[src/design/lam_pkg.sv]
// package for the level alarm monitor
// types, register map, reset values and default sizes; no dependencies
package lam_pkg;

  localparam int WINDOW_DEF       = 8;
  localparam int SAMPLE_WIDTH_DEF = 12;

  localparam int THR_WIDTH   = 12;
  localparam int BEEP_WIDTH  = 16;
  localparam int FAIL_WIDTH  = 8;
  localparam int MS_WIDTH    = 16;
  localparam int STATE_WIDTH = 2;
  localparam int DIV_BITS_PER_CYCLE = 4;

  localparam int APB_ADDR_WIDTH = 4;
  localparam int APB_DATA_WIDTH = 32;

  localparam logic [THR_WIDTH-1:0]  HIGH_THRESHOLD_RST = THR_WIDTH'(2800);
  localparam logic [THR_WIDTH-1:0]  LOW_THRESHOLD_RST  = THR_WIDTH'(1200);
  localparam logic [BEEP_WIDTH-1:0] BEEP_PERIOD_RST    = BEEP_WIDTH'(200);
  localparam logic [FAIL_WIDTH-1:0] FAULT_LIMIT_RST    = FAIL_WIDTH'(5);

  typedef enum logic [1:0] {
    REG_HIGH_THRESHOLD = 2'd0,
    REG_LOW_THRESHOLD  = 2'd1,
    REG_BEEP_PERIOD    = 2'd2,
    REG_FAULT_LIMIT    = 2'd3
  } reg_addr_t;

  typedef enum logic [STATE_WIDTH-1:0] {
    MODE_LOW   = 2'd0,
    MODE_HIGH  = 2'd1,
    MODE_FAULT = 2'd2
  } mode_t;

  typedef enum logic [1:0] {
    ST_IDLE,
    ST_READ,
    ST_DIV,
    ST_FIN
  } seq_state_t;

endpackage

[src/design/lam_if.sv]
// valid/ready channels of the level alarm monitor: readings in, reports out
// depends on lam_pkg
interface lam_reading_if #(
  parameter int SAMPLE_WIDTH = lam_pkg::SAMPLE_WIDTH_DEF
);
  logic                          valid;
  logic                          ready;
  logic                          read_ok;
  logic [SAMPLE_WIDTH-1:0]       raw_sample;
  logic [lam_pkg::MS_WIDTH-1:0]  elapsed_ms;

  modport source (output valid, read_ok, raw_sample, elapsed_ms, input ready);
  modport sink (input valid, read_ok, raw_sample, elapsed_ms, output ready);
endinterface

interface lam_report_if #(
  parameter int SAMPLE_WIDTH = lam_pkg::SAMPLE_WIDTH_DEF
);
  logic                            valid;
  logic                            ready;
  logic [lam_pkg::STATE_WIDTH-1:0] level_state;
  logic                            alarm_on;
  logic [SAMPLE_WIDTH-1:0]         filtered_level;
  logic                            level_valid;
  logic [lam_pkg::FAIL_WIDTH-1:0]  fail_count;

  modport source (output valid, level_state, alarm_on, filtered_level, level_valid,
                  fail_count, input ready);
  modport sink (input valid, level_state, alarm_on, filtered_level, level_valid,
                fail_count, output ready);
endinterface

[src/design/lam_div.sv]
// multicycle restoring divider, a few quotient bits per cycle
// quotient must fit in QW bits; depends on lam_pkg
module lam_div #(
  parameter int QW  = 12,
  parameter int DVW = 4
) (
  input  logic                clk,
  input  logic                rst,
  input  logic                start,
  input  logic [QW+DVW-1:0]   dividend,
  input  logic [DVW-1:0]      divisor,
  output logic                done,
  output logic [QW-1:0]       quotient
);
  import lam_pkg::*;

  localparam int NSTEP = QW / DIV_BITS_PER_CYCLE;
  localparam int CNTW  = $clog2(NSTEP + 1);

  logic [DVW-1:0]  rem;
  logic [QW-1:0]   lo;
  logic [DVW-1:0]  dvs;
  logic [CNTW-1:0] cnt;
  logic            busy;
  logic [DVW-1:0]  rem_next;
  logic [QW-1:0]   lo_next;

  always_comb begin
    logic [DVW:0] t;
    rem_next = rem;
    lo_next  = lo;
    for (int i = 0; i < DIV_BITS_PER_CYCLE; i++) begin
      t = {rem_next, lo_next[QW-1]};
      lo_next = {lo_next[QW-2:0], 1'b0};
      if (t >= {1'b0, dvs}) begin
        t = t - {1'b0, dvs};
        lo_next[0] = 1'b1;
      end
      rem_next = t[DVW-1:0];
    end
  end

  always_ff @(posedge clk) begin
    if (rst) begin
      busy <= 1'b0;
      done <= 1'b0;
      cnt  <= '0;
    end else begin
      done <= 1'b0;
      if (start) begin
        busy <= 1'b1;
        cnt  <= CNTW'(NSTEP);
        rem  <= dividend[QW+DVW-1:QW];
        lo   <= dividend[QW-1:0];
        dvs  <= divisor;
      end else if (busy) begin
        rem <= rem_next;
        lo  <= lo_next;
        cnt <= cnt - 1'b1;
        if (cnt == CNTW'(1)) begin
          busy <= 1'b0;
          done <= 1'b1;
        end
      end
    end
  end

  assign quotient = lo;

endmodule

[src/design/level_alarm_monitor.sv]
// level alarm monitor top level: moving average over a sample memory,
// hysteresis comparator, beeping alarm and fault detection
// depends on lam_pkg, lam_if and lam_div
//
// readings arrive on a valid/ready channel; each transfer carries read_ok,
// raw_sample and elapsed_ms. one report leaves on the report channel per
// reading, in order. the four thresholds and limits are to be written over apb
// only while the block is idle; the user must keep to this, as the block does
// not enforce it. pready is tied high. for a good reading the sequencer goes
// from idle to read, where it updates the window and starts the divider that
// forms sum / count at four quotient bits a cycle, then waits in div until the
// divider is done and loads the report in fin. the next reading is taken in the
// cycle after the report is loaded. a failed reading goes from idle straight to
// fin. a new reading is taken once the previous one has been written into the
// report register, so a stalled receiver holds one report while the next
// reading is already in work; a second report waits until the first is taken.
// reset empties the window, returns to low with the alarm off, clears the
// fail count and reloads the register defaults; sample memory is not cleared.
module level_alarm_monitor #(
  parameter int WINDOW       = lam_pkg::WINDOW_DEF,
  parameter int SAMPLE_WIDTH = lam_pkg::SAMPLE_WIDTH_DEF
) (
  input  logic                               clk,
  input  logic                               rst,
  lam_reading_if.sink                        reading,
  lam_report_if.source                       report,
  input  logic                               psel,
  input  logic                               penable,
  input  logic                               pwrite,
  input  logic [lam_pkg::APB_ADDR_WIDTH-1:0] paddr,
  input  logic [lam_pkg::APB_DATA_WIDTH-1:0] pwdata,
  output logic [lam_pkg::APB_DATA_WIDTH-1:0] prdata,
  output logic                               pready
);
  import lam_pkg::*;

  localparam int CW     = $clog2(WINDOW + 1);
  localparam int SLOT_W = $clog2(WINDOW);
  localparam int SUMW   = SAMPLE_WIDTH + CW;
  localparam int QW     = ((SAMPLE_WIDTH + DIV_BITS_PER_CYCLE - 1) / DIV_BITS_PER_CYCLE)
                          * DIV_BITS_PER_CYCLE;
  localparam int CMPW   = (SAMPLE_WIDTH > THR_WIDTH) ? SAMPLE_WIDTH : THR_WIDTH;

  logic [THR_WIDTH-1:0]  high_threshold;
  logic [THR_WIDTH-1:0]  low_threshold;
  logic [BEEP_WIDTH-1:0] beep_period;
  logic [FAIL_WIDTH-1:0] fault_limit;

  seq_state_t state, state_next;

  logic                    it_ok;
  logic [SAMPLE_WIDTH-1:0] it_raw;
  logic [MS_WIDTH-1:0]     it_elapsed;

  logic [SLOT_W-1:0]     write_slot;
  logic [CW-1:0]         held_count;
  logic [SUMW-1:0]       running_sum;
  mode_t                 mode;
  logic                  alarm_bit;
  logic [MS_WIDTH-1:0]   since_toggle_ms;
  logic [FAIL_WIDTH-1:0] fail_counter;

  logic [SAMPLE_WIDTH-1:0] window_mem [WINDOW];
  logic [SAMPLE_WIDTH-1:0] rd_data;
  logic [SLOT_W-1:0]       rd_addr;
  logic                    mem_re;
  logic                    mem_we;

  logic                      out_valid;
  mode_t                     out_mode;
  logic                      out_alarm;
  logic [SAMPLE_WIDTH-1:0]   out_filtered;
  logic                      out_level_valid;
  logic [FAIL_WIDTH-1:0]     out_fail;

  logic                    accept;
  logic                    cfg_write;
  logic                    held_full;
  logic [SLOT_W-1:0]       slot_next;
  logic [CW-1:0]           held_next;
  logic [SUMW-1:0]         sum_next;
  logic                    div_start;
  logic                    div_done;
  logic [QW-1:0]           quotient;
  logic                    can_load;

  logic [SAMPLE_WIDTH-1:0] filtered;
  mode_t                   mode_next;
  logic                    alarm_next;
  logic [MS_WIDTH-1:0]     since_next;
  logic [FAIL_WIDTH-1:0]   fail_next;
  logic [MS_WIDTH:0]       since_sum;
  logic [MS_WIDTH-1:0]     since_sat;

  // apb register file
  assign pready    = 1'b1;
  assign cfg_write = psel & penable & pwrite;

  always_comb begin
    unique case (reg_addr_t'(paddr[3:2]))
      REG_HIGH_THRESHOLD: prdata = APB_DATA_WIDTH'(high_threshold);
      REG_LOW_THRESHOLD:  prdata = APB_DATA_WIDTH'(low_threshold);
      REG_BEEP_PERIOD:    prdata = APB_DATA_WIDTH'(beep_period);
      REG_FAULT_LIMIT:    prdata = APB_DATA_WIDTH'(fault_limit);
      default:            prdata = '0;
    endcase
  end

  always_ff @(posedge clk) begin
    if (rst) begin
      high_threshold <= HIGH_THRESHOLD_RST;
      low_threshold  <= LOW_THRESHOLD_RST;
      beep_period    <= BEEP_PERIOD_RST;
      fault_limit    <= FAULT_LIMIT_RST;
    end else if (cfg_write) begin
      unique case (reg_addr_t'(paddr[3:2]))
        REG_HIGH_THRESHOLD: high_threshold <= pwdata[THR_WIDTH-1:0];
        REG_LOW_THRESHOLD:  low_threshold  <= pwdata[THR_WIDTH-1:0];
        REG_BEEP_PERIOD:    beep_period    <= pwdata[BEEP_WIDTH-1:0];
        REG_FAULT_LIMIT:    fault_limit    <= pwdata[FAIL_WIDTH-1:0];
        default: ;
      endcase
    end
  end

  // sample memory
  assign rd_addr = (reading.read_ok && mode == MODE_FAULT) ? '0 : write_slot;

  always_ff @(posedge clk) begin
    if (mem_we) begin
      window_mem[write_slot] <= it_raw;
    end
    if (mem_re) begin
      rd_data <= window_mem[rd_addr];
    end
  end

  // window update
  assign held_full = (held_count == CW'(WINDOW));
  assign slot_next = (write_slot == SLOT_W'(WINDOW - 1)) ? '0 : write_slot + 1'b1;
  assign held_next = held_full ? held_count : held_count + 1'b1;
  assign sum_next  = running_sum - (held_full ? SUMW'(rd_data) : '0) + SUMW'(it_raw);

  lam_div #(
    .QW  (QW),
    .DVW (CW)
  ) u_div (
    .clk      (clk),
    .rst      (rst),
    .start    (div_start),
    .dividend ((QW + CW)'(sum_next)),
    .divisor  (held_next),
    .done     (div_done),
    .quotient (quotient)
  );

  // mode, alarm and fail count for the finishing item
  assign since_sum = {1'b0, since_toggle_ms} + {1'b0, it_elapsed};
  assign since_sat = since_sum[MS_WIDTH] ? '1 : since_sum[MS_WIDTH-1:0];

  always_comb begin
    filtered   = '0;
    mode_next  = mode;
    alarm_next = alarm_bit;
    since_next = since_sat;
    fail_next  = fail_counter;
    if (it_ok) begin
      filtered  = quotient[SAMPLE_WIDTH-1:0];
      fail_next = '0;
      unique case (mode)
        MODE_HIGH: begin
          mode_next = (CMPW'(filtered) < CMPW'(low_threshold)) ? MODE_LOW : MODE_HIGH;
        end
        default: begin
          mode_next = (CMPW'(filtered) > CMPW'(high_threshold)) ? MODE_HIGH : MODE_LOW;
        end
      endcase
      if (mode_next == MODE_HIGH) begin
        if (since_sat >= beep_period) begin
          alarm_next = ~alarm_bit;
          since_next = '0;
        end
      end else begin
        alarm_next = 1'b0;
      end
    end else begin
      if (fail_counter != '1) begin
        fail_next = fail_counter + 1'b1;
      end
      if (fail_next >= fault_limit && mode != MODE_FAULT) begin
        mode_next  = MODE_FAULT;
        alarm_next = 1'b0;
      end
    end
  end

  // sequencer
  assign accept   = reading.valid & reading.ready;
  assign can_load = ~out_valid | report.ready;

  always_comb begin
    state_next    = state;
    reading.ready = 1'b0;
    mem_re        = 1'b0;
    mem_we        = 1'b0;
    div_start     = 1'b0;
    unique case (state)
      ST_IDLE: begin
        reading.ready = 1'b1;
        mem_re        = reading.valid;
        if (reading.valid) begin
          state_next = reading.read_ok ? ST_READ : ST_FIN;
        end
      end
      ST_READ: begin
        mem_we     = 1'b1;
        div_start  = 1'b1;
        state_next = ST_DIV;
      end
      ST_DIV: begin
        if (div_done) begin
          state_next = ST_FIN;
        end
      end
      ST_FIN: begin
        if (can_load) begin
          state_next = ST_IDLE;
        end
      end
      default: state_next = ST_IDLE;
    endcase
  end

  always_ff @(posedge clk) begin
    if (accept) begin
      it_ok      <= reading.read_ok;
      it_raw     <= reading.raw_sample;
      it_elapsed <= reading.elapsed_ms;
    end
    if (state == ST_FIN && can_load) begin
      out_mode        <= mode_next;
      out_alarm       <= alarm_next;
      out_filtered    <= filtered;
      out_level_valid <= it_ok;
      out_fail        <= fail_next;
    end
  end

  always_ff @(posedge clk) begin
    if (rst) begin
      state           <= ST_IDLE;
      write_slot      <= '0;
      held_count      <= '0;
      running_sum     <= '0;
      mode            <= MODE_LOW;
      alarm_bit       <= 1'b0;
      since_toggle_ms <= '0;
      fail_counter    <= '0;
      out_valid       <= 1'b0;
    end else begin
      state <= state_next;
      if (report.ready && state != ST_FIN) begin
        out_valid <= 1'b0;
      end
      unique case (state)
        ST_IDLE: begin
          if (accept && reading.read_ok && mode == MODE_FAULT) begin
            write_slot  <= '0;
            held_count  <= '0;
            running_sum <= '0;
            mode        <= MODE_LOW;
          end
        end
        ST_READ: begin
          write_slot  <= slot_next;
          held_count  <= held_next;
          running_sum <= sum_next;
        end
        ST_FIN: begin
          if (can_load) begin
            mode            <= mode_next;
            alarm_bit       <= alarm_next;
            since_toggle_ms <= since_next;
            fail_counter    <= fail_next;
            out_valid       <= 1'b1;
          end
        end
        default: ;
      endcase
    end
  end

  assign report.valid          = out_valid;
  assign report.level_state    = out_mode;
  assign report.alarm_on       = out_alarm;
  assign report.filtered_level = out_filtered;
  assign report.level_valid    = out_level_valid;
  assign report.fail_count     = out_fail;

endmodule
[src/flat_wrapper.sv]
// flat-port wrapper written by rule: the top's interface ports become plain ports
module level_alarm_monitor_flat import lam_pkg::*;
#(
  parameter int WINDOW       = lam_pkg::WINDOW_DEF,
  parameter int SAMPLE_WIDTH = lam_pkg::SAMPLE_WIDTH_DEF
)
  (clk, rst, psel, penable, pwrite, paddr, pwdata, prdata, pready, reading_valid, reading_read_ok, reading_raw_sample, reading_elapsed_ms, reading_ready, report_valid, report_level_state, report_alarm_on, report_filtered_level, report_level_valid, report_fail_count, report_ready);
  lam_reading_if #(.SAMPLE_WIDTH(SAMPLE_WIDTH)) reading_i ();
  lam_report_if #(.SAMPLE_WIDTH(SAMPLE_WIDTH)) report_i ();
  input  logic clk;
  input  logic rst;
  input  logic psel;
  input  logic penable;
  input  logic pwrite;
  input  logic [lam_pkg::APB_ADDR_WIDTH-1:0] paddr;
  input  logic [lam_pkg::APB_DATA_WIDTH-1:0] pwdata;
  output logic [lam_pkg::APB_DATA_WIDTH-1:0] prdata;
  output logic pready;
  input wire logic [$bits(reading_i.valid)-1:0] reading_valid;
  input wire logic [$bits(reading_i.read_ok)-1:0] reading_read_ok;
  input wire logic [$bits(reading_i.raw_sample)-1:0] reading_raw_sample;
  input wire logic [$bits(reading_i.elapsed_ms)-1:0] reading_elapsed_ms;
  output wire logic [$bits(reading_i.ready)-1:0] reading_ready;
  output wire logic [$bits(report_i.valid)-1:0] report_valid;
  output wire logic [$bits(report_i.level_state)-1:0] report_level_state;
  output wire logic [$bits(report_i.alarm_on)-1:0] report_alarm_on;
  output wire logic [$bits(report_i.filtered_level)-1:0] report_filtered_level;
  output wire logic [$bits(report_i.level_valid)-1:0] report_level_valid;
  output wire logic [$bits(report_i.fail_count)-1:0] report_fail_count;
  input wire logic [$bits(report_i.ready)-1:0] report_ready;
  assign reading_i.valid = reading_valid;
  assign reading_i.read_ok = reading_read_ok;
  assign reading_i.raw_sample = reading_raw_sample;
  assign reading_i.elapsed_ms = reading_elapsed_ms;
  assign reading_ready = reading_i.ready;
  assign report_valid = report_i.valid;
  assign report_level_state = report_i.level_state;
  assign report_alarm_on = report_i.alarm_on;
  assign report_filtered_level = report_i.filtered_level;
  assign report_level_valid = report_i.level_valid;
  assign report_fail_count = report_i.fail_count;
  assign report_i.ready = report_ready;
  level_alarm_monitor #(.WINDOW(WINDOW), .SAMPLE_WIDTH(SAMPLE_WIDTH)) u_core (.clk(clk), .rst(rst), .reading(reading_i), .report(report_i), .psel(psel), .penable(penable), .pwrite(pwrite), .paddr(paddr), .pwdata(pwdata), .prdata(prdata), .pready(pready));
endmodule
[config.mk]
export PLATFORM = sky130hd
export DESIGN_NAME = level_alarm_monitor_flat
export DESIGN_NICKNAME = d
export VERILOG_FILES = /design/src/design/lam_pkg.sv /design/src/design/lam_if.sv /design/src/design/lam_div.sv /design/src/design/level_alarm_monitor.sv /design/src/flat_wrapper.sv
export SDC_FILE = /design/constraint.sdc
export NUM_CORES = 1
export LEC_CHECK = 0
export BUFFER_PORTS_ARGS = -buffer_cell sky130_fd_sc_hd__buf_4
export CAP_MARGIN = 0
export CORE_MARGIN = 3
export CORE_UTILIZATION = 50
export DETAILED_ROUTE_END_ITERATION = 12
export PLACE_DENSITY = 0.71
export SYNTH_ARGS = -nofsm -noshare
export SYNTH_HDL_FRONTEND = slang
export SYNTH_HIERARCHICAL = 1
export SYNTH_SLANG_ARGS = --single-unit
export TNS_END_PERCENT = 5
[constraint.sdc]
create_clock -name clk -period 5.8 [get_ports clk]
set_input_delay 1.74 -clock clk [delete_from_list [all_inputs] [get_ports clk]]
set_output_delay 1.74 -clock clk [all_outputs]
set_load 0.01 [all_outputs]
==> results of run 1 <==
-- repair_timing --
item                                    CTS  global route
resized for setup                         2            34
buffers inserted                          1             4
endpoints found under the setup margin    5             5
pin swaps                                 1            18
-- state kept, by name (all words and copies together) (netlist names), 12 cells and up --
register and flops:
u_core/u_div/quotient 12, u_core/report.filtered_level 12, u_core/it_elapsed 16, u_core/high_threshold 12
u_core/since_toggle_ms 16, u_core/low_threshold 12, u_core/rd_data 12, u_core/window_mem 96
u_core/it_raw 12, u_core/beep_period 16, u_core/running_sum 16
-- power breakdown --
group          leakage [nW]  internal (mW)  total [mW]  switching, mW
clock network         0.446           1.03        1.79          0.763
logic                  3.89           2.01        4.11           2.10
registers              2.51           2.55        2.72          0.175
-- critical path: stages (launching register included) --
cell	delay, ns
edfxtp_1	0.44
ha_4	0.26
nand2b_4	0.14
a31o_4	0.25
a21boi_4	0.20
mux2_4	0.34
inv_2	0.07
ha_4	0.19
o21ai_2	0.06
a21oi_2	0.08
a211oi_4	0.34
mux2_4	0.37
inv_4	0.07
ha_4	0.14
a21oi_4	0.06
o21ai_4	0.19
a21oi_2	0.06
mux2i_2	0.23
buf_4	0.18
buf_4	0.12
mux2_2	0.34
ha_1	0.31
a21o_1	0.22
a2111oi_4	0.37
a31oi_4	0.11
mux2_4	0.29
-- metal layers --
layer	routed length (microns)	up-vias	track usage (%)
li1	-	5257	-
met1	15800	5168	30.1
met2	15300	365	31.6
met3	2350	73	3.34
met4	987	0	5.97
met5	0	-	0
-- metrics by stage --
stage	hold slack [ns]	power, mW
3_3_place_gp	0.441	6.24
3_5_place_dp	0.447	6.32
6_report	0.454	8.62
2_1_floorplan	0.429	5.20
5_1_grt	0.473	9.17
4_1_cts	0.456	8.18
-- layout make-up --
cell class | count | area, sq um | area share, %
sequential | 286 | 7540 | 42.9
clock inverter | 17 | 136 | 0.777
multi-input combinational | 940 | 7040 | 40.1
clock buffer | 36 | 772 | 4.40
timing repair buffer | 145 | 1090 | 6.20
inverter | 132 | 498 | 2.84
tap | 390 | 488 | 2.78
-- placed cells by master (no fill, tap or decap), types with 24 or more instances in the layout --
master	count
a21oi_1	90
and2_1	37
buf_4	145
clkbuf_16	29
dfxtp_1	105
edfxtp_1	181
ha_1	98
inv_1	128
mux2i_1	32
nand2_1	160
nand3_1	24
nor2_1	80
o21ai_0	63
-- worst paths after layout --
path / slack, ns / cells after the start / to / start
hold reg to reg: 0.45 / 2 / u_core/running_sum[0] / u_core/running_sum[0]
hold / removal: 0.45 / 2 / u_core/running_sum[0] / u_core/running_sum[0]
setup reg to reg: 0.09 / 25 / u_core/u_div/quotient[0] / u_core/u_div/dvs[0]
setup / recovery: 0.09 / 25 / u_core/u_div/quotient[0] / u_core/u_div/dvs[0]
-- Yosys cell counts (all sizes together), types with 13 or more instances --
cell type	instances	area share, %
a22oi	13	0.65
o21ai	83	2.9
mux4	20	3.0
o211ai	19	0.94
and2	39	1.6
mux2	15	1.1
inv	132	3.3
a21o	17	0.85
nand2	164	4.1
a21oi	93	3.1
clkbuf	45	1.1
mux2i	35	2.3
o21a	17	0.84
dfxtp	105	14
xnor2	21	1.2
nor2	81	2.0
fa	17	2.3
nor3	18	0.60
a22o	15	0.87
ha	105	8.7
nand3	24	0.79
edfxtp	181	36
buf	23	1.1
-- kinds of logic (layout without fill, tap and decap cells) --
| logic type | count (synthesis) | after routing | share of synthesized area, % |
|---|---|---|---|
| simple gates | 380 | 380 | 11.5 |
| fa+ha+maj | 122 | 122 | 10.9 |
| flops | 286 | 286 | 49.9 |
| other cells | 2 | 17 | 0.0497 |
| mux | 70 | 70 | 6.42 |
| buf+inv | 200 | 330 | 5.45 |
| xor+xnor | 31 | 31 | 1.80 |
| compound gates | 320 | 320 | 14.0 |
==> out/results.tsv, run 1 <==
stage	metric	value	unit
floorplanning	ios	131	
detailed_routing	antenna_left	0	
clocking	cts_buffers	29	
power_and_ir_drop	power_density	491	mW/mm^2
global_route	grt_use_total	20.5	%
synth	ys_seq_area_share	49.9	%
detailed_routing	first_pass_iters	5	
place	io_buffers	95	
timing	rsz0062_at_grt	true	
global_route	antenna_found_initial	1	
timing	setup_viol	0	
timing	finalHoldViolations	0	
final_layout	nNetsFinal	1728	
timing	tns	0	ns
global_route	grt_pass1_wl	54500	microns
place	place_ws	-0.0971	ns
detailed_routing	wl_per_cell	17.7	microns
place	placedCellCount	1888	
synth	synth_edf_count	181	
critical_path	worst_ep_arrival_time	6.00	ns
clocking	clk_path_buf_depth	3	
final_layout	drive_gt1_share	17.9	%
timing	finalCritPeriodShare	98.5	%
detailed_routing	drc_errors	0	
final_layout	nFillCells	2415	
detailed_routing	vias_per_cell	5.58	
final_layout	final_core_utilization	59.1	%
clocking	clk_latency	0.54	ns
timing	period_needed	5.71	ns
critical_path	crit_fanout	6	
timing	maxSlewHeadroom	19.9	%
final_layout	finalNonFillerCells	1946	
place	place_area	0.0164	sq mm
clocking	cts_hold_buf	0	
synth	async_reset_ff_share	0	%
floorplanning	die_w	180	microns
synth	syn-cell-area	0.0151	sq mm
detailed_routing	wirelength	34500	microns
clocking	cts_tree	yes	
floorplanning	floorplan.initialDensity	50.9	%
synth	synth_cells	1411	
timing	clock_skew	0.00861	ns
critical_path	crit_path_end_kind	flip-flop	
clocking	cts.htree.levels	1	
timing	setup_slack	0.0885	ns
synth	ys.flop_type	edfxtp_1	
power_and_ir_drop	vdd_drop_max	0.582	mV
synth	yosysUniqueCellTypes	77	
critical_path	criticalPathCategory	flip-flop to flip-flop	
timing	drv_slew	0	
place	place.gp.congestion	0.891	
synth	synth.avg_cell_area	10.7	sq um
final_layout	area_growth	16.2	%
synth	ys_seq_elements	286	
final_layout	stdcell_area	0.0176	sq mm
clocking	cts.sinks	286	
critical_path	critPathRequiredTime	6.09	ns
synth	ys_warn_count	6	
global_route	grt_pass1_vias	10401	
timing	max_freq	175	MHz
final_layout	antenna_cells	0	
place	dp_hpwl	24400	microns
floorplanning	die-height	180	microns
clocking	cts-root-buf	clkbuf_16	
min_path	holdCritPathClass	flip-flop to flip-flop	
clocking	cts.reportedPaths.clkPinSlew	0.06	ns
detailed_routing	drt_iter0_markers	798	
run	cap_violations	0	
outcome	status	completed	
floorplanning	coreArea	0.0297	sq mm
critical_path	start_kind	flip-flop	
global_route	grt_overflow_total	0	
floorplanning	die-area	0.0324	sq mm
detailed_routing	num_vias	10863	
floorplanning	num_rows	63	
global_route	grt_max_degree	54	
timing	worstMarginPinSlew	1.20	ns
power_and_ir_drop	leakage	6.84	nW
Power figures use the tool's default switching activity.
==> run 2, diff against run 1 <==
--- a/config.mk
+++ b/config.mk
@@ -10,7 +10,7 @@
 export CORE_MARGIN = 3
 export CORE_UTILIZATION = 50
 export DETAILED_ROUTE_END_ITERATION = 12
-export PLACE_DENSITY = 0.71
+export PLACE_DENSITY = 0.76
 export SYNTH_ARGS = -nofsm -noshare
 export SYNTH_HDL_FRONTEND = slang
 export SYNTH_HIERARCHICAL = 1
==> run 2 against run 1 <==
Sequential share of layout area fell by 0.36 points. Register-to-register slack got worse by 0.02 ns. Die area unchanged. Fmax fell by 0.43%. Critical path type unchanged. Largest power group unchanged.
==> out/results.tsv, run 2 (synthesis gave the netlist of run 1 again) <==
stage	metric	value	unit	change
power_and_ir_drop	power_density	495	mW/mm^2	+0.80%
timing	finalHoldViolations	0		unchanged
detailed_routing	num_vias	10970		+0.98%
floorplanning	floorplan.initialDensity	50.9	%	unchanged
min_path	hold_depth	2		unchanged
timing	setup_slack	0.0639	ns	-0.0246 ns
timing	max_freq	174	MHz	-0.43%
floorplanning	coreArea	0.0297	sq mm	unchanged
floorplanning	die_w	180	microns	unchanged
timing	clock_skew	0.0191	ns	+0.0105 ns
clocking	cts_tree	yes		
detailed_routing	antenna_left	0		unchanged
timing	setup_viol	0		unchanged
detailed_routing	drt_iter0_markers	924		+16%
place	placedCellCount	1889		+0.053%
min_path	hp-start	u_core/running_sum[1]		
clocking	clk_latency	0.56	ns	+0.02 ns
detailed_routing	first_pass_iters	6		+1
final_layout	area_growth	17.1	%	
global_route	antenna_found_initial	0		-1
detailed_routing	wirelength	35200	microns	+2.0%
critical_path	r2r-start	u_core/u_div/quotient[11]		
clocking	cts_buffers	30		+3.4%
min_path	hold_path_end	u_core/running_sum[1]		
timing	maxSlewHeadroom	21.1	%	+1.2 points
final_layout	final_common_cell	edfxtp_1		
final_layout	largest-register	u_core/window_mem		
place	io_buffers	95		unchanged
floorplanning	die-height	180	microns	unchanged
clocking	cts.sinks	286		unchanged
place	place_ws	-0.0722	ns	+0.0249 ns
detailed_routing	drc_errors	0		unchanged
final_layout	final_core_utilization	59.6	%	+0.50 points
final_layout	final_cell_mix	181 x edfxtp_1, 159 x nand2_1, 154 x buf_4		
place	place.gp.congestion	0.855		-4.0%
timing	rsz0062_at_grt	true		
final_layout	nNetsFinal	1738		+0.58%
run	cap_violations	0		unchanged
timing	tns	0	ns	unchanged
power_and_ir_drop	leakage	6.92	nW	+1.1%
power_and_ir_drop	totalPowerFinal	8.76	mW	+1.6%
clocking	cts.htree.levels	1		unchanged
global_route	grt_use_total	21.0	%	+0.52 points
timing	period_needed	5.74	ns	+0.0246 ns
power_and_ir_drop	vdd_drop_max	0.546	mV	-6.2%
critical_path	criticalPathCategory	flip-flop to flip-flop		
critical_path	start_kind	flip-flop		
final_layout	antenna_cells	0		unchanged
global_route	grt_pass1_vias	10707		+2.9%
critical_path	crit_path_end_kind	flip-flop		
critical_path	r2r_end	u_core/u_div/quotient[0]		
detailed_routing	wl_per_cell	18.0	microns	+1.3%
critical_path	r2r_cells	26		+4.0%
place	place_area	0.0164	sq mm	about the same
final_layout	stdcell_area	0.0177	sq mm	+0.84%
global_route	grt_max_degree	73		+35%
critical_path	crit_fanout	6		unchanged
critical_path	rrSetupSlack	0.06	ns	-0.02 ns
critical_path	worst_ep_arrival_time	6.03	ns	+0.03 ns
final_layout	largest_reg_flops	96		unchanged
floorplanning	die-area	0.0324	sq mm	unchanged
floorplanning	num_rows	63		unchanged
floorplanning	ios	131		unchanged
final_layout	finalNonFillerCells	1958		+0.62%
timing	worstMarginPinSlew	1.18	ns	-0.0185 ns
place	dp_hpwl	24900	microns	+1.9%
critical_path	critPathRequiredTime	6.09	ns	about the same
global_route	grt_overflow_total	0		unchanged
timing	whs	0.459	ns	+0.00445 ns
timing	drv_slew	0		unchanged
clocking	cts-root-buf	clkbuf_16		
outcome	status	completed		
final_layout	drive_gt1_share	18.8	%	+0.95 points
min_path	holdCritPathClass	flip-flop to flip-flop		
clocking	clk_path_buf_depth	3		unchanged
global_route	grt_pass1_wl	56000	microns	+2.8%
timing	finalCritPeriodShare	98.9	%	+0.42 points
detailed_routing	vias_per_cell	5.60		+0.37%
clocking	cts.reportedPaths.clkPinSlew	0.06	ns	about the same
-- run 2: cell types whose count changed in the layout (fill, tap and decap cells not counted), moves of 2 or more --
| cell | delta |
|---|---|
| buf_4 | +9 |
| clkbuf_1 | +3 |
| clkbuf_16 | +2 |
| clkbuf_8 | +2 |
| clkinv_1 | -5 |
| clkinvlp_4 | +2 |
| inv_2 | +2 |
-- run 2: critical path, stage by stage (launching register included) --
cell and delay [ns]:
edfxtp_1 0.42, inv_2 0.12, ha_4 0.21, nand2b_4 0.14, a31o_4 0.26, a21boi_4 0.20
mux2_4 0.34, ha_4 0.25, o21ai_2 0.16, a21oi_2 0.06, a211oi_4 0.34, mux2_4 0.36
inv_2 0.07, ha_4 0.13, a21oi_2 0.05, o21ai_2 0.21, nor2_1 0.09, mux2i_2 0.26
mux2i_2 0.29, ha_1 0.28, nor2b_4 0.13, o21ai_2 0.12, nand3b_1 0.12, a21o_1 0.22
a2111oi_4 0.24, a31oi_4 0.11, mux2_4 0.29
-- run 2: what timing repair did --
| item | 4_1_cts | 5_1_grt |
|---|---|---|
| gates resized for setup | 11 | 26 |
| pin swaps | 13 | 20 |
| endpoints found under the setup margin | 5 | 5 |
| setup buffers | 3 | 10 |
| hold buffers | 0 | 0 |
| endpoints found under the hold margin | 0 | 0 |
-- run 2: per-layer routing --
metal  GRT usage, %  share of wire (%)  vias to the layer above
met5              0                  0                        -
met4           7.27                3.0                        0
li1               -                  -                     5266
met2           33.8                 46                      396
met3           3.24                6.7                       66
met1           29.3                 44                     5242
-- run 2: power by group --
group,leakage [nW],switching [mW],internal (mW)
clock network,0.476,0.771,1.12
logic,3.93,2.12,2.03
registers,2.51,0.175,2.55
total,6.92,3.07,5.69
-- run 2: worst max path at each step --
stage                                         start                        to  slack, ns  depth (start not counted)
after floorplan           u_core/u_div/quotient[11]  u_core/u_div/quotient[0]       0.03                         26
after global placement          u_core/u_div/dvs[0]       u_core/u_div/rem[3]       0.04                         27
after detailed placement        u_core/u_div/dvs[0]  u_core/u_div/quotient[0]      -0.07                         26
after CTS                       u_core/u_div/dvs[0]  u_core/u_div/quotient[0]      0.009                         26
after global routing      u_core/u_div/quotient[11]       u_core/u_div/rem[1]      -0.18                         27
final                     u_core/u_div/quotient[11]  u_core/u_div/quotient[0]       0.06                         26
-- run 2: layout make-up --
class	count	area (sq um)
fillers	2359	12000
flip-flops and latches	286	7540
multi-input cells	940	7040
repair buffers	154	1160
clock buffers	43	861
inverters	132	495
well taps	390	488
clock inverters	13	128
==> run 3, diff against run 2 <==
==> constraint.sdc (replaced) <==
create_clock -name clk -period 5.8 [get_ports clk]
set_input_delay 1.74 -clock clk [delete_from_list [all_inputs] [get_ports clk]]
set_output_delay 1.74 -clock clk [all_outputs]
set_load 0.1 [all_outputs]
==> run 3 against run 2 <==
Sequential share of layout area decreased by 0.26 points. Wire length down 0.97%. Clock skew down 0.0071 ns. Final area up 0.62%. Via count is 1.1% higher. Register-to-register slack lost 0.05 ns.
==> out/results.tsv, run 3 (synthesis gave the netlist of run 1 again) <==
stage	metric	value	unit	change
final_layout	final_common_cell	edfxtp_1		
clocking	clk_latency	0.57	ns	about the same
global_route	grt_pass1_vias	10797		+0.84%
timing	rsz0062_at_grt	true		
power_and_ir_drop	vdd_drop_max	0.545	mV	-0.19%
final_layout	final_core_utilization	60.0	%	+0.37 points
critical_path	cp_common_cell	ha_4		
final_layout	antenna_cells	0		unchanged
place	dp_hpwl	24000	microns	-3.6%
global_route	grt_overflow_total	0		unchanged
clocking	cts.htree.levels	1		unchanged
critical_path	cp_slowest_cell	edfxtp_1		
power_and_ir_drop	power_density	521	mW/mm^2	+5.2%
timing	drv_slew	0		unchanged
timing	finalHoldViolations	0		unchanged
final_layout	largest-register	u_core/window_mem		
timing	max_freq	173	MHz	-0.78%
detailed_routing	vias_per_cell	5.65		+0.86%
detailed_routing	drt_iter0_markers	786		-15%
clocking	cts.sinks	286		unchanged
global_route	antenna_found_initial	0		unchanged
critical_path	cp_top_family	compound AO/OA/AOI/OAI gates		
critical_path	start_kind	flip-flop		
timing	maxSlewHeadroom	19.2	%	-1.9 points
timing	clock_skew	0.0121	ns	-0.00708 ns
critical_path	criticalPathCategory	flip-flop to flip-flop		
floorplanning	die-height	180	microns	unchanged
floorplanning	die_w	180	microns	unchanged
place	io_buffers	95		unchanged
floorplanning	floorplan.initialDensity	50.9	%	unchanged
clocking	cts-root-buf	clkbuf_16		
power_and_ir_drop	leakage	6.97	nW	+0.73%
final_layout	final_cell_mix	181 x edfxtp_1, 159 x nand2_1, 156 x buf_4		
detailed_routing	wl_per_cell	17.7	microns	-1.2%
clocking	cts_tree	yes		
detailed_routing	drc_errors	0		unchanged
floorplanning	num_rows	63		unchanged
detailed_routing	num_vias	11093		+1.1%
run	cap_violations	0		unchanged
timing	worstMarginPinSlew	1.20	ns	+0.0179 ns
clocking	cts_hold_buf	0		unchanged
floorplanning	ios	131		unchanged
timing	finalCritPeriodShare	99.7	%	+0.78 points
final_layout	area_growth	17.9	%	
clocking	cts.reportedPaths.clkPinSlew	0.06	ns	about the same
global_route	grt_max_degree	46		-37%
clocking	cts_buffers	31		+3.3%
place	place_area	0.0165	sq mm	+0.32%
final_layout	nNetsFinal	1743		+0.29%
final_layout	drive_gt1_share	19.0	%	+0.19 points
critical_path	crit_path_end_kind	flip-flop		
final_layout	largest_reg_flops	96		unchanged
critical_path	crit_fanout	6		unchanged
global_route	grt_pass1_wl	55700	microns	-0.46%
floorplanning	coreArea	0.0297	sq mm	unchanged
detailed_routing	wirelength	34800	microns	-0.97%
clocking	clk_path_buf_depth	3		unchanged
timing	period_needed	5.78	ns	+0.0451 ns
critical_path	crit_buf_inv	3		+1
global_route	grt_use_total	20.8	%	-0.25 points
detailed_routing	first_pass_iters	5		-1
floorplanning	die-area	0.0324	sq mm	unchanged
min_path	holdCritPathClass	flip-flop to flip-flop		
timing	setup_viol	0		unchanged
critical_path	critPathRequiredTime	6.11	ns	+0.02 ns
outcome	status	completed		
place	place.gp.congestion	0.838		-2.0%
critical_path	critPathMaxStageDelay	0.43	ns	about the same
final_layout	stdcell_area	0.0178	sq mm	+0.62%
critical_path	worst_ep_arrival_time	6.09	ns	+0.06 ns
detailed_routing	antenna_left	0		unchanged
-- run 3: changes by cell type in the layout (fill, tap and decap cells not counted), sizes merged --
cell / previous run / this run
bufinv: 2 / 4
clkinv: 7 / 14
inv: 133 / 134
buf: 154 / 158
clkbuf: 43 / 34
-- run 3: tightest hold or removal path, cell delays in order, from the launching register on --
cell	delay, ns
dfxtp_1	0.31
nand2_1	0.05
a21oi_1	0.05
-- run 3: metrics by stage --
stage	total power [mW]	std cells	worst slack (ns)	hold WS, ns	TNS, ns
after floorplan	5.33	1426	-0.531	0.429	-3.22
after global placement	6.43	1901	-0.261	0.440	-1.19
after detailed placement	6.53	1901	-0.390	0.453	-1.87
after CTS	8.86	1960	0.0396	0.465	0
after global routing	9.84	1963	-0.229	0.495	-0.852
final	9.28	1963	0.0188	0.463	0
-- run 3: area by class of cell --
| cell class | count | area (sq um) |
|---|---|---|
| Fill cell | 2347 | 11900 |
| Sequential cell | 286 | 7540 |
| Multi-Input combinational cell | 940 | 7080 |
| Timing Repair Buffer | 158 | 1190 |
| Clock buffer | 34 | 787 |
| Inverter | 132 | 495 |
| Tap cell | 390 | 488 |
| Clock inverter | 23 | 235 |
-- run 3: what timing repair did --
item	4_1_cts	5_1_grt
endpoints found under the setup margin	5	5
gates cloned	0	0
resized for setup	12	36
setup buffers	2	3
pin swaps	10	20
-- run 3: per-layer routing --
metal	GRT usage [%]	wire length, microns	part of all wire, %
met1	28.9	15200	44
met2	34.9	16600	48
met3	2.67	2210	6.3
met4	4.92	804	2.3
met5	0	0	0
-- run 3: report_power, final --
part | internal (mW) | switching (mW) | leakage [nW]
registers | 2.55 | 0.179 | 2.51
logic | 2.15 | 2.43 | 3.97
clock network | 1.16 | 0.817 | 0.493
total | 5.85 | 3.43 | 6.97
-- run 3: final timing paths --
check | start | cells after the start | to | slack (ns)
setup / recovery | u_core/u_div/dvs[0] | 28 | u_core/u_div/rem[1] | 0.02
hold / removal | u_core/running_sum[1] | 2 | u_core/running_sum[1] | 0.46
setup reg to reg | u_core/u_div/dvs[0] | 28 | u_core/u_div/rem[1] | 0.02
hold reg to reg | u_core/running_sum[1] | 2 | u_core/running_sum[1] | 0.46
